File: src/rtl/ptq_pkg.sv
// ----------------------------------------------------------------------------
// ptq_pkg
// Shared types and constants of the periodic task timer queue.
// ----------------------------------------------------------------------------
package ptq_pkg;

    localparam int MS_W       = 16;
    localparam int TICK_W     = 20;
    localparam int ID_W       = 5;
    localparam int TICK_MUL   = 125;
    localparam int TICK_SHIFT = 3;
    localparam int PROD_W     = MS_W + 7;

    typedef enum logic {
        OP_ADD    = 1'b0,
        OP_EXPIRE = 1'b1
    } t_opcode;

    typedef struct packed {
        logic              opcode;
        logic [MS_W-1:0]   period_ms;
    } t_in;

    typedef struct packed {
        logic              task_valid;
        logic [ID_W-1:0]   task_id;
        logic [TICK_W-1:0] next_delay;
        logic              queue_empty;
        logic              error;
        logic              last;
    } t_out;

    typedef enum logic [4:0] {
        CMD_NONE,
        CMD_ACCEPT,
        CMD_PERIOD_WR,
        CMD_INS_RD,
        CMD_INS_SHIFT,
        CMD_INS_PLACE,
        CMD_SCAN_INIT,
        CMD_SCAN_RD,
        CMD_SCAN_STEP,
        CMD_SCAN_END,
        CMD_DUE_RD,
        CMD_PER_RD,
        CMD_REINS,
        CMD_NEXT,
        CMD_EMIT_INIT,
        CMD_OUT_ADD,
        CMD_OUT_ERR,
        CMD_OUT_EMPTY,
        CMD_OUT_DUE
    } t_cmd;

    typedef enum logic [3:0] {
        S_IDLE,
        S_DECODE,
        S_INS_CHK,
        S_INS_CMP,
        S_OUT_ADD,
        S_RE_NEXT,
        S_RE_CHK,
        S_RE_PER,
        S_RE_SET,
        S_SCAN_RD,
        S_SCAN_STEP,
        S_EM_RD,
        S_EM_OUT,
        S_ERR,
        S_EMPTY
    } t_state;

    typedef struct packed {
        logic is_expire;
        logic table_full;
        logic queue_zero;
        logic k_zero;
        logic ins_shift;
        logic scan_done;
        logic j_zero;
        logic j_one;
        logic out_free;
    } t_stat;

endpackage

File: src/rtl/ptq_ctrl.sv
// ----------------------------------------------------------------------------
// ptq_ctrl
// Sequencer of the timer queue: steps add, expiry scan, reinsertion and
// emission, one datapath command a cycle unless waiting on input or output.
// ----------------------------------------------------------------------------
module ptq_ctrl
    import ptq_pkg::*;
(
    input  logic  i_clk,
    input  logic  i_rst_n,
    input  logic  i_in_valid,
    input  t_stat i_stat,
    output logic  o_in_ready,
    output t_cmd  o_cmd
);

    t_state r_state;
    t_state n_state;

    always_ff @(posedge i_clk) begin
        if (!i_rst_n) begin
            r_state <= S_IDLE;
        end else begin
            r_state <= n_state;
        end
    end

    always_comb begin
        n_state = r_state;
        case (r_state)
            S_IDLE: begin
                if (i_in_valid) n_state = S_DECODE;
            end
            S_DECODE: begin
                if (!i_stat.is_expire) begin
                    n_state = i_stat.table_full ? S_ERR : S_INS_CHK;
                end else begin
                    n_state = i_stat.queue_zero ? S_EMPTY : S_SCAN_RD;
                end
            end
            S_INS_CHK: begin
                if (i_stat.k_zero) begin
                    n_state = i_stat.is_expire ? S_RE_NEXT : S_OUT_ADD;
                end else begin
                    n_state = S_INS_CMP;
                end
            end
            S_INS_CMP: begin
                if (i_stat.ins_shift) begin
                    n_state = S_INS_CHK;
                end else begin
                    n_state = i_stat.is_expire ? S_RE_NEXT : S_OUT_ADD;
                end
            end
            S_OUT_ADD: begin
                if (i_stat.out_free) n_state = S_IDLE;
            end
            S_RE_NEXT:   n_state = S_RE_CHK;
            S_RE_CHK:    n_state = i_stat.j_zero ? S_EM_RD : S_RE_PER;
            S_RE_PER:    n_state = S_RE_SET;
            S_RE_SET:    n_state = S_INS_CHK;
            S_SCAN_RD:   n_state = i_stat.scan_done ? S_RE_CHK : S_SCAN_STEP;
            S_SCAN_STEP: n_state = S_SCAN_RD;
            S_EM_RD:     n_state = S_EM_OUT;
            S_EM_OUT: begin
                if (i_stat.out_free) n_state = i_stat.j_one ? S_IDLE : S_EM_RD;
            end
            S_ERR, S_EMPTY: begin
                if (i_stat.out_free) n_state = S_IDLE;
            end
            default: n_state = S_IDLE;
        endcase
    end

    always_comb begin
        o_cmd      = CMD_NONE;
        o_in_ready = 1'b0;
        case (r_state)
            S_IDLE: begin
                o_in_ready = 1'b1;
                if (i_in_valid) o_cmd = CMD_ACCEPT;
            end
            S_DECODE: begin
                if (!i_stat.is_expire) begin
                    if (!i_stat.table_full) o_cmd = CMD_PERIOD_WR;
                end else if (!i_stat.queue_zero) begin
                    o_cmd = CMD_SCAN_INIT;
                end
            end
            S_INS_CHK:   o_cmd = i_stat.k_zero ? CMD_INS_PLACE : CMD_INS_RD;
            S_INS_CMP:   o_cmd = i_stat.ins_shift ? CMD_INS_SHIFT : CMD_INS_PLACE;
            S_OUT_ADD: begin
                if (i_stat.out_free) o_cmd = CMD_OUT_ADD;
            end
            S_RE_NEXT:   o_cmd = CMD_NEXT;
            S_RE_CHK:    o_cmd = i_stat.j_zero ? CMD_EMIT_INIT : CMD_DUE_RD;
            S_RE_PER:    o_cmd = CMD_PER_RD;
            S_RE_SET:    o_cmd = CMD_REINS;
            S_SCAN_RD:   o_cmd = i_stat.scan_done ? CMD_SCAN_END : CMD_SCAN_RD;
            S_SCAN_STEP: o_cmd = CMD_SCAN_STEP;
            S_EM_RD:     o_cmd = CMD_DUE_RD;
            S_EM_OUT: begin
                if (i_stat.out_free) o_cmd = CMD_OUT_DUE;
            end
            S_ERR: begin
                if (i_stat.out_free) o_cmd = CMD_OUT_ERR;
            end
            S_EMPTY: begin
                if (i_stat.out_free) o_cmd = CMD_OUT_EMPTY;
            end
            default: o_cmd = CMD_NONE;
        endcase
    end

endmodule

File: src/rtl/ptq_dp.sv
// ----------------------------------------------------------------------------
// ptq_dp
// Datapath of the timer queue: period table, sorted queue memory, due list,
// counters and the result register.
// ----------------------------------------------------------------------------
module ptq_dp
    import ptq_pkg::*;
#(
    parameter int MAX_TASKS = 32
) (
    input  logic  i_clk,
    input  logic  i_rst_n,
    input  t_cmd  i_cmd,
    input  t_in   i_in_data,
    input  logic  i_out_ready,
    output t_stat o_stat,
    output logic  o_out_valid,
    output t_out  o_out_data
);

    localparam int CW = $clog2(MAX_TASKS + 1);
    localparam int IW = $clog2(MAX_TASKS);

    typedef struct packed {
        logic [IW-1:0]     id;
        logic [TICK_W-1:0] rem;
    } t_qent;

    t_qent             r_q_mem   [MAX_TASKS];
    logic [IW-1:0]     r_due_mem [MAX_TASKS];
    logic [TICK_W-1:0] r_per_mem [MAX_TASKS];

    logic              r_opcode;
    logic [MS_W-1:0]   r_ms;
    logic [CW-1:0]     r_task_cnt;
    logic [CW-1:0]     r_q_cnt;
    logic [CW-1:0]     r_k;
    logic [CW-1:0]     r_y;
    logic [CW-1:0]     r_keep;
    logic [CW-1:0]     r_nd;
    logic [CW-1:0]     r_j;
    logic [TICK_W-1:0] r_elapsed;
    logic [TICK_W-1:0] r_head;
    logic [IW-1:0]     r_ins_id;
    logic [TICK_W-1:0] r_ins_ticks;
    t_qent             r_q_rd;
    logic [IW-1:0]     r_due_rd;
    logic [TICK_W-1:0] r_per_rd;
    logic              r_out_valid;
    t_out              r_out;

    logic [PROD_W-1:0] prod;
    logic [TICK_W-1:0] ticks;
    logic              q_we;
    logic [IW-1:0]     q_wa;
    t_qent             q_wd;
    logic [CW-1:0]     k_m1;
    logic [CW-1:0]     j_m1;
    logic              scan_due;
    logic [TICK_W-1:0] head_delay;
    logic              out_free;
    logic [IW+4:0]     due_ext;

    assign prod       = PROD_W'(r_ms) * PROD_W'(TICK_MUL);
    assign ticks      = prod[TICK_SHIFT +: TICK_W];
    assign k_m1       = r_k - CW'(1);
    assign j_m1       = r_j - CW'(1);
    assign scan_due   = (r_q_rd.rem <= r_elapsed);
    assign head_delay = (r_q_cnt != '0) ? r_head : '0;
    assign out_free   = !r_out_valid || i_out_ready;
    assign due_ext    = {5'd0, r_due_rd};

    always_comb begin
        q_we = 1'b0;
        q_wa = r_k[IW-1:0];
        q_wd = r_q_rd;
        case (i_cmd)
            CMD_INS_SHIFT: begin
                q_we = 1'b1;
            end
            CMD_INS_PLACE: begin
                q_we    = 1'b1;
                q_wd.id  = r_ins_id;
                q_wd.rem = r_ins_ticks;
            end
            CMD_SCAN_STEP: begin
                q_we     = !scan_due;
                q_wa     = r_keep[IW-1:0];
                q_wd.rem = r_q_rd.rem - r_elapsed;
            end
            default: q_we = 1'b0;
        endcase
    end

    always_ff @(posedge i_clk) begin
        if (q_we) r_q_mem[q_wa] <= q_wd;
        if (i_cmd == CMD_INS_RD) r_q_rd <= r_q_mem[k_m1[IW-1:0]];
        if (i_cmd == CMD_SCAN_RD) r_q_rd <= r_q_mem[r_y[IW-1:0]];
    end

    always_ff @(posedge i_clk) begin
        if (i_cmd == CMD_SCAN_STEP && scan_due) r_due_mem[r_nd[IW-1:0]] <= r_q_rd.id;
        if (i_cmd == CMD_DUE_RD) r_due_rd <= r_due_mem[j_m1[IW-1:0]];
    end

    always_ff @(posedge i_clk) begin
        if (i_cmd == CMD_PERIOD_WR) r_per_mem[r_task_cnt[IW-1:0]] <= ticks;
        if (i_cmd == CMD_PER_RD) r_per_rd <= r_per_mem[r_due_rd];
    end

    // head copy follows every write to the front entry
    always_ff @(posedge i_clk) begin
        if (q_we && q_wa == '0) r_head <= q_wd.rem;
    end

    always_ff @(posedge i_clk) begin
        case (i_cmd)
            CMD_ACCEPT: begin
                r_opcode <= i_in_data.opcode;
                r_ms     <= i_in_data.period_ms;
            end
            CMD_PERIOD_WR: begin
                r_ins_id    <= r_task_cnt[IW-1:0];
                r_ins_ticks <= ticks;
                r_k         <= r_q_cnt;
            end
            CMD_INS_SHIFT: r_k <= k_m1;
            CMD_SCAN_INIT: begin
                r_elapsed <= r_head;
                r_y       <= '0;
                r_keep    <= '0;
                r_nd      <= '0;
            end
            CMD_SCAN_STEP: begin
                r_y <= r_y + CW'(1);
                if (scan_due) r_nd <= r_nd + CW'(1);
                else r_keep <= r_keep + CW'(1);
            end
            CMD_SCAN_END:  r_j <= r_nd;
            CMD_PER_RD:    r_ins_id <= r_due_rd;
            CMD_REINS: begin
                r_ins_ticks <= r_per_rd;
                r_k         <= r_q_cnt;
            end
            CMD_NEXT, CMD_OUT_DUE: r_j <= j_m1;
            CMD_EMIT_INIT: r_j <= r_nd;
            default: r_j <= r_j;
        endcase
    end

    always_ff @(posedge i_clk) begin
        if (!i_rst_n) begin
            r_task_cnt <= '0;
            r_q_cnt    <= '0;
        end else begin
            if (i_cmd == CMD_PERIOD_WR) r_task_cnt <= r_task_cnt + CW'(1);
            if (i_cmd == CMD_INS_PLACE) r_q_cnt <= r_q_cnt + CW'(1);
            else if (i_cmd == CMD_SCAN_END) r_q_cnt <= r_keep;
        end
    end

    always_ff @(posedge i_clk) begin
        if (!i_rst_n) begin
            r_out_valid <= 1'b0;
        end else if (i_cmd == CMD_OUT_ADD || i_cmd == CMD_OUT_ERR ||
                     i_cmd == CMD_OUT_EMPTY || i_cmd == CMD_OUT_DUE) begin
            r_out_valid <= 1'b1;
        end else if (i_out_ready) begin
            r_out_valid <= 1'b0;
        end
    end

    always_ff @(posedge i_clk) begin
        case (i_cmd)
            CMD_OUT_ADD: begin
                r_out.task_valid  <= 1'b1;
                r_out.task_id     <= due_ext[4:0] & '0 | ID_W'({5'd0, r_ins_id});
                r_out.next_delay  <= r_head;
                r_out.queue_empty <= 1'b0;
                r_out.error       <= 1'b0;
                r_out.last        <= 1'b1;
            end
            CMD_OUT_ERR: begin
                r_out.task_valid  <= 1'b0;
                r_out.task_id     <= '0;
                r_out.next_delay  <= head_delay;
                r_out.queue_empty <= (r_q_cnt == '0);
                r_out.error       <= 1'b1;
                r_out.last        <= 1'b1;
            end
            CMD_OUT_EMPTY: begin
                r_out.task_valid  <= 1'b0;
                r_out.task_id     <= '0;
                r_out.next_delay  <= '0;
                r_out.queue_empty <= 1'b1;
                r_out.error       <= 1'b0;
                r_out.last        <= 1'b1;
            end
            CMD_OUT_DUE: begin
                r_out.task_valid  <= 1'b1;
                r_out.task_id     <= due_ext[4:0];
                r_out.next_delay  <= (r_j == CW'(1)) ? r_head : '0;
                r_out.queue_empty <= 1'b0;
                r_out.error       <= 1'b0;
                r_out.last        <= (r_j == CW'(1));
            end
            default: r_out <= r_out;
        endcase
    end

    assign o_stat.is_expire  = (r_opcode == OP_EXPIRE);
    assign o_stat.table_full = (r_task_cnt >= CW'(MAX_TASKS));
    assign o_stat.queue_zero = (r_q_cnt == '0);
    assign o_stat.k_zero     = (r_k == '0);
    assign o_stat.ins_shift  = (r_q_rd.rem >= r_ins_ticks);
    assign o_stat.scan_done  = (r_y == r_q_cnt);
    assign o_stat.j_zero     = (r_j == '0);
    assign o_stat.j_one      = (r_j == CW'(1));
    assign o_stat.out_free   = out_free;

    assign o_out_valid = r_out_valid;
    assign o_out_data  = r_out;

endmodule

File: src/rtl/periodic_task_timer_queue.sv
// ----------------------------------------------------------------------------
// periodic_task_timer_queue
// Periodic task scheduler over a queue sorted by remaining timer ticks.
// ----------------------------------------------------------------------------
// One item at a time. An add checks the table, moves up the queued entries
// with no fewer remaining ticks than the new entry to make room, places it
// and loads its result beat. An add to a full table loads an error beat and
// an expiry on an empty queue loads an empty beat. An expiry scans the
// queued entries, moving the due ones to the due list, then reinserts each
// due task with its period, starts emission and loads one result beat per
// due task. Every access to the queue goes through the single port of the
// queue memory, one entry read or written a cycle. A result beat held off
// by the receiver stalls the sequencer at its next result beat until the
// held one is taken. A new item is taken while the last result beat still
// waits.
module periodic_task_timer_queue
    import ptq_pkg::*;
#(
    parameter int MAX_TASKS = 32
) (
    input  logic i_clk,
    input  logic i_rst_n,
    input  logic i_in_valid,
    output logic o_in_ready,
    input  t_in  i_in_data,
    output logic o_out_valid,
    input  logic i_out_ready,
    output t_out o_out_data
);

    t_cmd  cmd;
    t_stat stat;

    ptq_ctrl u_ctrl (
        .i_clk      (i_clk),
        .i_rst_n    (i_rst_n),
        .i_in_valid (i_in_valid),
        .i_stat     (stat),
        .o_in_ready (o_in_ready),
        .o_cmd      (cmd)
    );

    ptq_dp #(
        .MAX_TASKS (MAX_TASKS)
    ) u_dp (
        .i_clk       (i_clk),
        .i_rst_n     (i_rst_n),
        .i_cmd       (cmd),
        .i_in_data   (i_in_data),
        .i_out_ready (i_out_ready),
        .o_stat      (stat),
        .o_out_valid (o_out_valid),
        .o_out_data  (o_out_data)
    );

endmodule

File: config.mk
export PLATFORM = sky130hd
export DESIGN_NAME = periodic_task_timer_queue
export DESIGN_NICKNAME = d
export VERILOG_FILES = /design/src/rtl/ptq_pkg.sv /design/src/rtl/ptq_ctrl.sv /design/src/rtl/ptq_dp.sv /design/src/rtl/periodic_task_timer_queue.sv
export SDC_FILE = /design/constraint.sdc
export NUM_CORES = 2
export LEC_CHECK = 0
export BUFFER_PORTS_ARGS = -buffer_cell sky130_fd_sc_hd__buf_2
export CORE_MARGIN = 3
export CORE_UTILIZATION = 60
export CTS_BUF_LIST = sky130_fd_sc_hd__clkbuf_8 sky130_fd_sc_hd__clkbuf_16
export CTS_CLUSTER_DIAMETER = 120
export DETAILED_ROUTE_END_ITERATION = 7
export GPL_TIMING_DRIVEN = 1
export PLACE_DENSITY_LB_ADDON = 0.3
export SKIP_CTS_REPAIR_TIMING = 1
export SYNTH_ARGS = -nofsm -noshare
export SYNTH_HDL_FRONTEND = slang
export SYNTH_SLANG_ARGS = --single-unit
File: constraint.sdc
create_clock -name i_clk -period 7.3 [get_ports i_clk]
set_input_delay 0.73 -clock i_clk [delete_from_list [all_inputs] [get_ports i_clk]]
set_output_delay 0.73 -clock i_clk [all_outputs]
set_load 0.02 [all_outputs]
# == After elaboration in Yosys (flattened, before gate mapping) ==
# Memories as Yosys holds them, arrays and structs flattened. A register that Yosys moved wholly into a read port is not among the register bits.
# Index checks and enable logic that the tools add are counted.
# op_classes
n_addsub,8
mul,1
n_lt_le_gt_ge,3
n_eq_ne,39
mux,56
n_reduce_logical,31
# op_table
operator,n
$pmux W29 S4,1
$pmux W20 S2,2
$pmux W5 S15,1
$pmux W6 S2,5
$pmux W4 S13,1
$mux W25,2
$mux W4,12
$eq A5 B4 Y1 const B,8
$mux W20,2
$mux W5,7
$add A6 B1 Y6 const B,5
$eq A4 B4 Y1 const B,7
$mux W6,4
$mul A16 B7 Y23 const B,1
$eq A5 B3 Y1 const B,4
$ge A20 B20 Y1,1
$le A20 B20 Y1,1
$sub A20 B20 Y20,1
$logic_not A6 Y1,3
$eq A4 B3 Y1 const B,4
$reduce_bool A2 Y1,8
$eq A5 B5 Y1 const B,3
$mux W1,12
$mux W3,4
other kinds (24),39
# totals
register_bits,183
ram_bits,1600
inputBits,21
n_memories,3
# mem_list
memory,words,width,rd,rd_clocked_by_memory_dff,write_ports,line,text
u_dp.r_q_mem,32,25,2,1,1,ptq_dp.sv:29,t_qent r_q_mem [MAX_TASKS];
u_dp.r_per_mem,32,20,1,1,1,ptq_dp.sv:31,logic [TICK_W-1:0] r_per_mem [MAX_TASKS];
u_dp.r_due_mem,32,5,1,1,1,ptq_dp.sv:30,logic [IW-1:0] r_due_mem [MAX_TASKS];

# == Depth between registers and ports, before layout ==
# logic_depth
ltp_word,9
mapped_depth,16
mapped_depth_nobuf,16

# == Modules after synthesis ==
# A second synthesis with hierarchy kept.
# unflattened
cells_unflattened,4172
area_unflattened_um2,80830.0
# by_module_without_submodules
module,n_inst,cells_per_inst,area_each_um2,seq_area_each_um2
ptq_dp,1,4071,80175.6,54141.9
ptq_ctrl,1,101,654.4,80.1

# == Least setup slack after synthesis ==
# No wires, ideal clock.
# synth_timing
kind,flip-flop to flip-flop
startpoint,reg u_dp.r_ms[8]
endpoint,"reg u_dp.r_ins_ticks[19], data pin"
setup_ps,138
t_arrival_ps,5363
slack_ps,1799
stages_incl_launch_ff,17
period_less_slack_ps,5501
cell_sequence,edfxtp_1 inv_1 fa_1 fa_1 inv_1 fa_1 inv_1 fa_1 inv_1 ha_1 a21oi_1 o21ai_0 or3b_2 o221a_2 a211oi_1 xor2_1 mux2_2
# synth_via
elab_chain_cells,2
# synth_lines
element,line,text
start: declaration,ptq_dp.sv:34,logic [MS_W-1:0] r_ms;
start signal: assignment,ptq_dp.sv:120,r_ms <= i_in_data.period_ms;
$mul A16 B7 Y23,ptq_dp.sv:64,assign prod = PROD_W'(r_ms) * PROD_W'(TICK_MUL);
net u_dp.prod[22],ptq_dp.sv:52,logic [PROD_W-1:0] prod;
$pmux W20 S2,ptq_dp.sv:117,case (i_cmd)
end signal: assignment,ptq_dp.sv:124,r_ins_ticks <= ticks;
end signal: assignment,ptq_dp.sv:142,r_ins_ticks <= r_per_rd;
end: declaration,ptq_dp.sv:45,logic [TICK_W-1:0] r_ins_ticks;
# The timed path passes the listed nets, and every way through them passes these cells.
# A chain may end at the register's enable or synchronous reset.

# == Final worst setup path ==
# layout_timing
startpoint,reg u_dp.r_ms[8]
endpoint,"mem u_dp.r_per_mem[15][16], data pin"
# layout_via
elab_chain_cells,1
# layout_lines
element,line
$mul A16 B7 Y23,ptq_dp.sv:64
net u_dp.prod[19],ptq_dp.sv:52
end: declaration,ptq_dp.sv:31
# The timed path passes the listed nets, and every way through them passes these cells.

==> flow_summary.ini <==
[outcome]
outcome = finished clean

[yosys]
yosys_register_bits = 1813
mappedNetlistArea_um2 = 81200
syn_area_per_cell_um2 = 18.6
async_flop_share_pct = 0
synth_nets = 4545
synth.distinct_cells = 80
synthFlopType = edfxtp_1
yosysWarnings = 0
synth_edf_count = 1791
syn_inst = 4362
synth_seq_area_share_pct = 66.8

[floorplan]
rows = 134
num_io_pins = 52
die_h_um = 374
fp.dieW_um = 374
start_util_pct = 60.6
die_area_um2 = 140000
coreArea_um2 = 134000

[critical_path]
path_cells = inv_1 -> fa_1 -> fa_1 -> inv_1 -> fa_1 -> inv_1 -> fa_1 -> inv_1 -> ha_1 -> and3_1 -> nand2_1 -> and3b_1 -> o221ai_1 -> a2111oi_0 -> nor3_1 -> nor2_2
required_ns = 7.76
crit_buf_inv = 4
cpPeakStageDelay_ns = 0.88
r2r-end = u_dp.r_per_mem[15][16]
crit_path_end_kind = register
start_kind = register
ff2ff_path_depth = 16
r2r-start = u_dp.r_ms[8]
critical_path_cell_count = 16
cp_max_fo = 32
r2r_slack_ns = 1.44
slowest_stage = nor2_2
crit_type = reg2reg
crit_arrival_ns = 6.32
crit_family = adder cells

[grt]
grt_pass1_vias = 45400
antenna_found_initial = 6
grt_start_max_net_pins = 136
grt_overflow = 0
grt_pass1_wl_mm = 314
track_usage_pct = 31.1

[clock_tree]
htree_levels = 4
clk_latency_ns = 0.82
numCtsBuffers = 179
clock-sinks = 1813
cts_tree = yes
cts.clk_slew.worst_paths_ns = 0.06
clk_path_buf_depth = 3
root_buffer = clkbuf_16

[timing]
finalHoldViolations = 0
min_period_ns = 5.86
final.setup.tns_ns = 0
fin_crit_sh_pct = 80.3
tightest_slew_ns = 1.37
fmax_ghz = 0.171
finalClockSkew_ns = 0.0662
setup_ws_ns = 1.44
maxSlewHeadroom_pct = 8.60
finalSetupViolCount = 0
rsz0062_at_grt = no
timing.hold.ws_ns = 0.138
slew_violations = 0

[detailed_routing]
drc = 0
wl_mm = 214
drt_iter0_markers = 7578
vias = 45500
avgRoutedWirePerCell_um = 33.5
avgViaCountPerCell = 7.12
detail-route-antenna-nets = 0
first_pass_iters = 7

[final_layout]
synthToLayoutAreaGrowth_pct = 11.3
final_nets = 4652
drive_above_1_share_pct = 28.8
final_cell_area_um2 = 90400

[min_path]
hold_start = i_in_data[4]
whs_endpoint = u_dp.r_ms[4]
whs_path_depth = 1
min_path_type = in2reg

[place]
io_buffers = 51
pre_cts_slack_ns = 1.39
hpwlAfterDp_mm = 118
routabilityCongestion = 0.873
placed_cell_area_um2 = 84300

[run]
drv_cap = 0
-- cell type report --
type | instances | area, um2
sequential | 1813 | 54200
inverter | 150 | 563
tap | 1768 | 2210
timing repair buffer | 188 | 1380
clock inverter | 154 | 1630
antenna | 1 | 2.50
multi-input combinational | 2137 | 25900
clock buffer | 179 | 4480
fill | 8261 | 43500
-- registers in the layout, summed over array words and instances, names as in the netlist, 16 cells and up, named ones only --
signal            count
u_dp.r_head          20
u_dp.r_ins_ticks     20
u_dp.r_per_mem      640
u_dp.o_out_data      29
u_dp.r_q_mem        800
u_dp.r_elapsed       20
u_dp.r_due_mem      160
u_dp.r_q_rd          25
u_dp.r_per_rd        20
u_dp.r_ms            16
-- cells in the mapped netlist, drive strengths merged (4+ instances only) --
cell type / count / share of area (%)
a211oi: 15 / 0.14
a21o: 25 / 0.23
a21oi: 92 / 0.59
a221o: 18 / 0.22
a22o: 6 / 0.065
a311oi: 52 / 0.56
a31oi: 15 / 0.12
and2: 28 / 0.28
and3: 43 / 0.33
buf: 85 / 0.51
clkbuf: 177 / 0.82
dfxtp: 22 / 0.54
edfxtp: 1791 / 66
fa: 55 / 1.4
ha: 107 / 1.6
inv: 150 / 0.69
mux2: 39 / 0.54
mux2i: 27 / 0.33
mux4: 690 / 19
nand2: 358 / 1.7
nand2b: 12 / 0.092
nand3: 85 / 0.52
nand3b: 13 / 0.12
nand4: 9 / 0.069
nor2: 190 / 0.88
nor2b: 10 / 0.077
nor3: 31 / 0.19
nor4: 5 / 0.039
o211a: 4 / 0.049
o211ai: 12 / 0.12
o21a: 4 / 0.037
o21ai: 50 / 0.31
o21bai: 9 / 0.083
o31ai: 6 / 0.055
or2: 7 / 0.057
or3: 5 / 0.039
or3b: 5 / 0.054
xnor2: 36 / 0.39
xor2: 27 / 0.29
-- layer usage --
metal	share of wire [%]	routed length (um)	global-route usage, %	vias up
met5	0	0	0	-
met4	3.5	7500	10.3	0
met3	14	29000	8.27	490
met2	46	99400	46.9	3590
met1	37	78400	45.1	23400
li1	-	-	-	18000
-- worst reg2reg max path: stages (launching register included) --
cell	delay, ns
edfxtp_1	0.47
inv_1	0.21
fa_1	0.48
fa_1	0.52
inv_1	0.06
fa_1	0.50
inv_1	0.05
fa_1	0.47
inv_1	0.05
ha_1	0.38
and3_1	0.22
nand2_1	0.08
and3b_1	0.27
o221ai_1	0.16
a2111oi_0	0.58
nor3_1	0.16
nor2_2	0.88
-- metrics by stage --
step	std cells	utilization, %
after floorplan	4362	-
after global placement	6056	62.9
after detailed placement	6056	62.9
after CTS	6389	67.5
after global routing	6389	67.5
final	6390	67.5
-- cell families after synthesis --
family | count (synthesis) | share of synthesized area, %
AO/OA/AOI/OAI | 343 | 2.99
XOR/XNOR | 63 | 0.679
adder cells (fa/ha/maj) | 162 | 3.00
buffers and inverters | 412 | 2.02
flip-flops | 1813 | 66.8
multiplexers | 756 | 20.0
AND/OR/NAND/NOR | 813 | 4.54
-- cells in the final DEF (no fill, tap or decap), drive strengths merged, types with 43 or more instances in the layout --
cell type / instances
a21oi: 92
nor2: 190
mux4: 690
ha: 107
clkbuf: 179
buf: 188
a311oi: 52
clkinv: 90
o21ai: 50
inv: 181
fa: 55
nand2: 358
nand3: 85
and3: 43
edfxtp: 1791
-- worst max-delay path by stage --
stage	start	slack, ns	to
global placement	u_dp.r_ms[7]	1.57	u_dp.r_per_mem[8][16]
global route	u_dp.r_ms[9]	0.85	u_dp.r_per_mem[18][16]
detailed placement	u_dp.r_ms[8]	1.39	u_dp.r_per_mem[14][16]
floorplan	u_dp.r_ms[8]	1.80	u_dp.r_ins_ticks[19]
CTS	u_dp.r_ms[8]	1.42	u_dp.r_per_mem[18][16]
finish	u_dp.r_ms[8]	1.44	u_dp.r_per_mem[15][16]
Power is left out: the tool's default activity adds up to more than one toggle a clock period on the data nets, which glitch-free logic cannot reach.
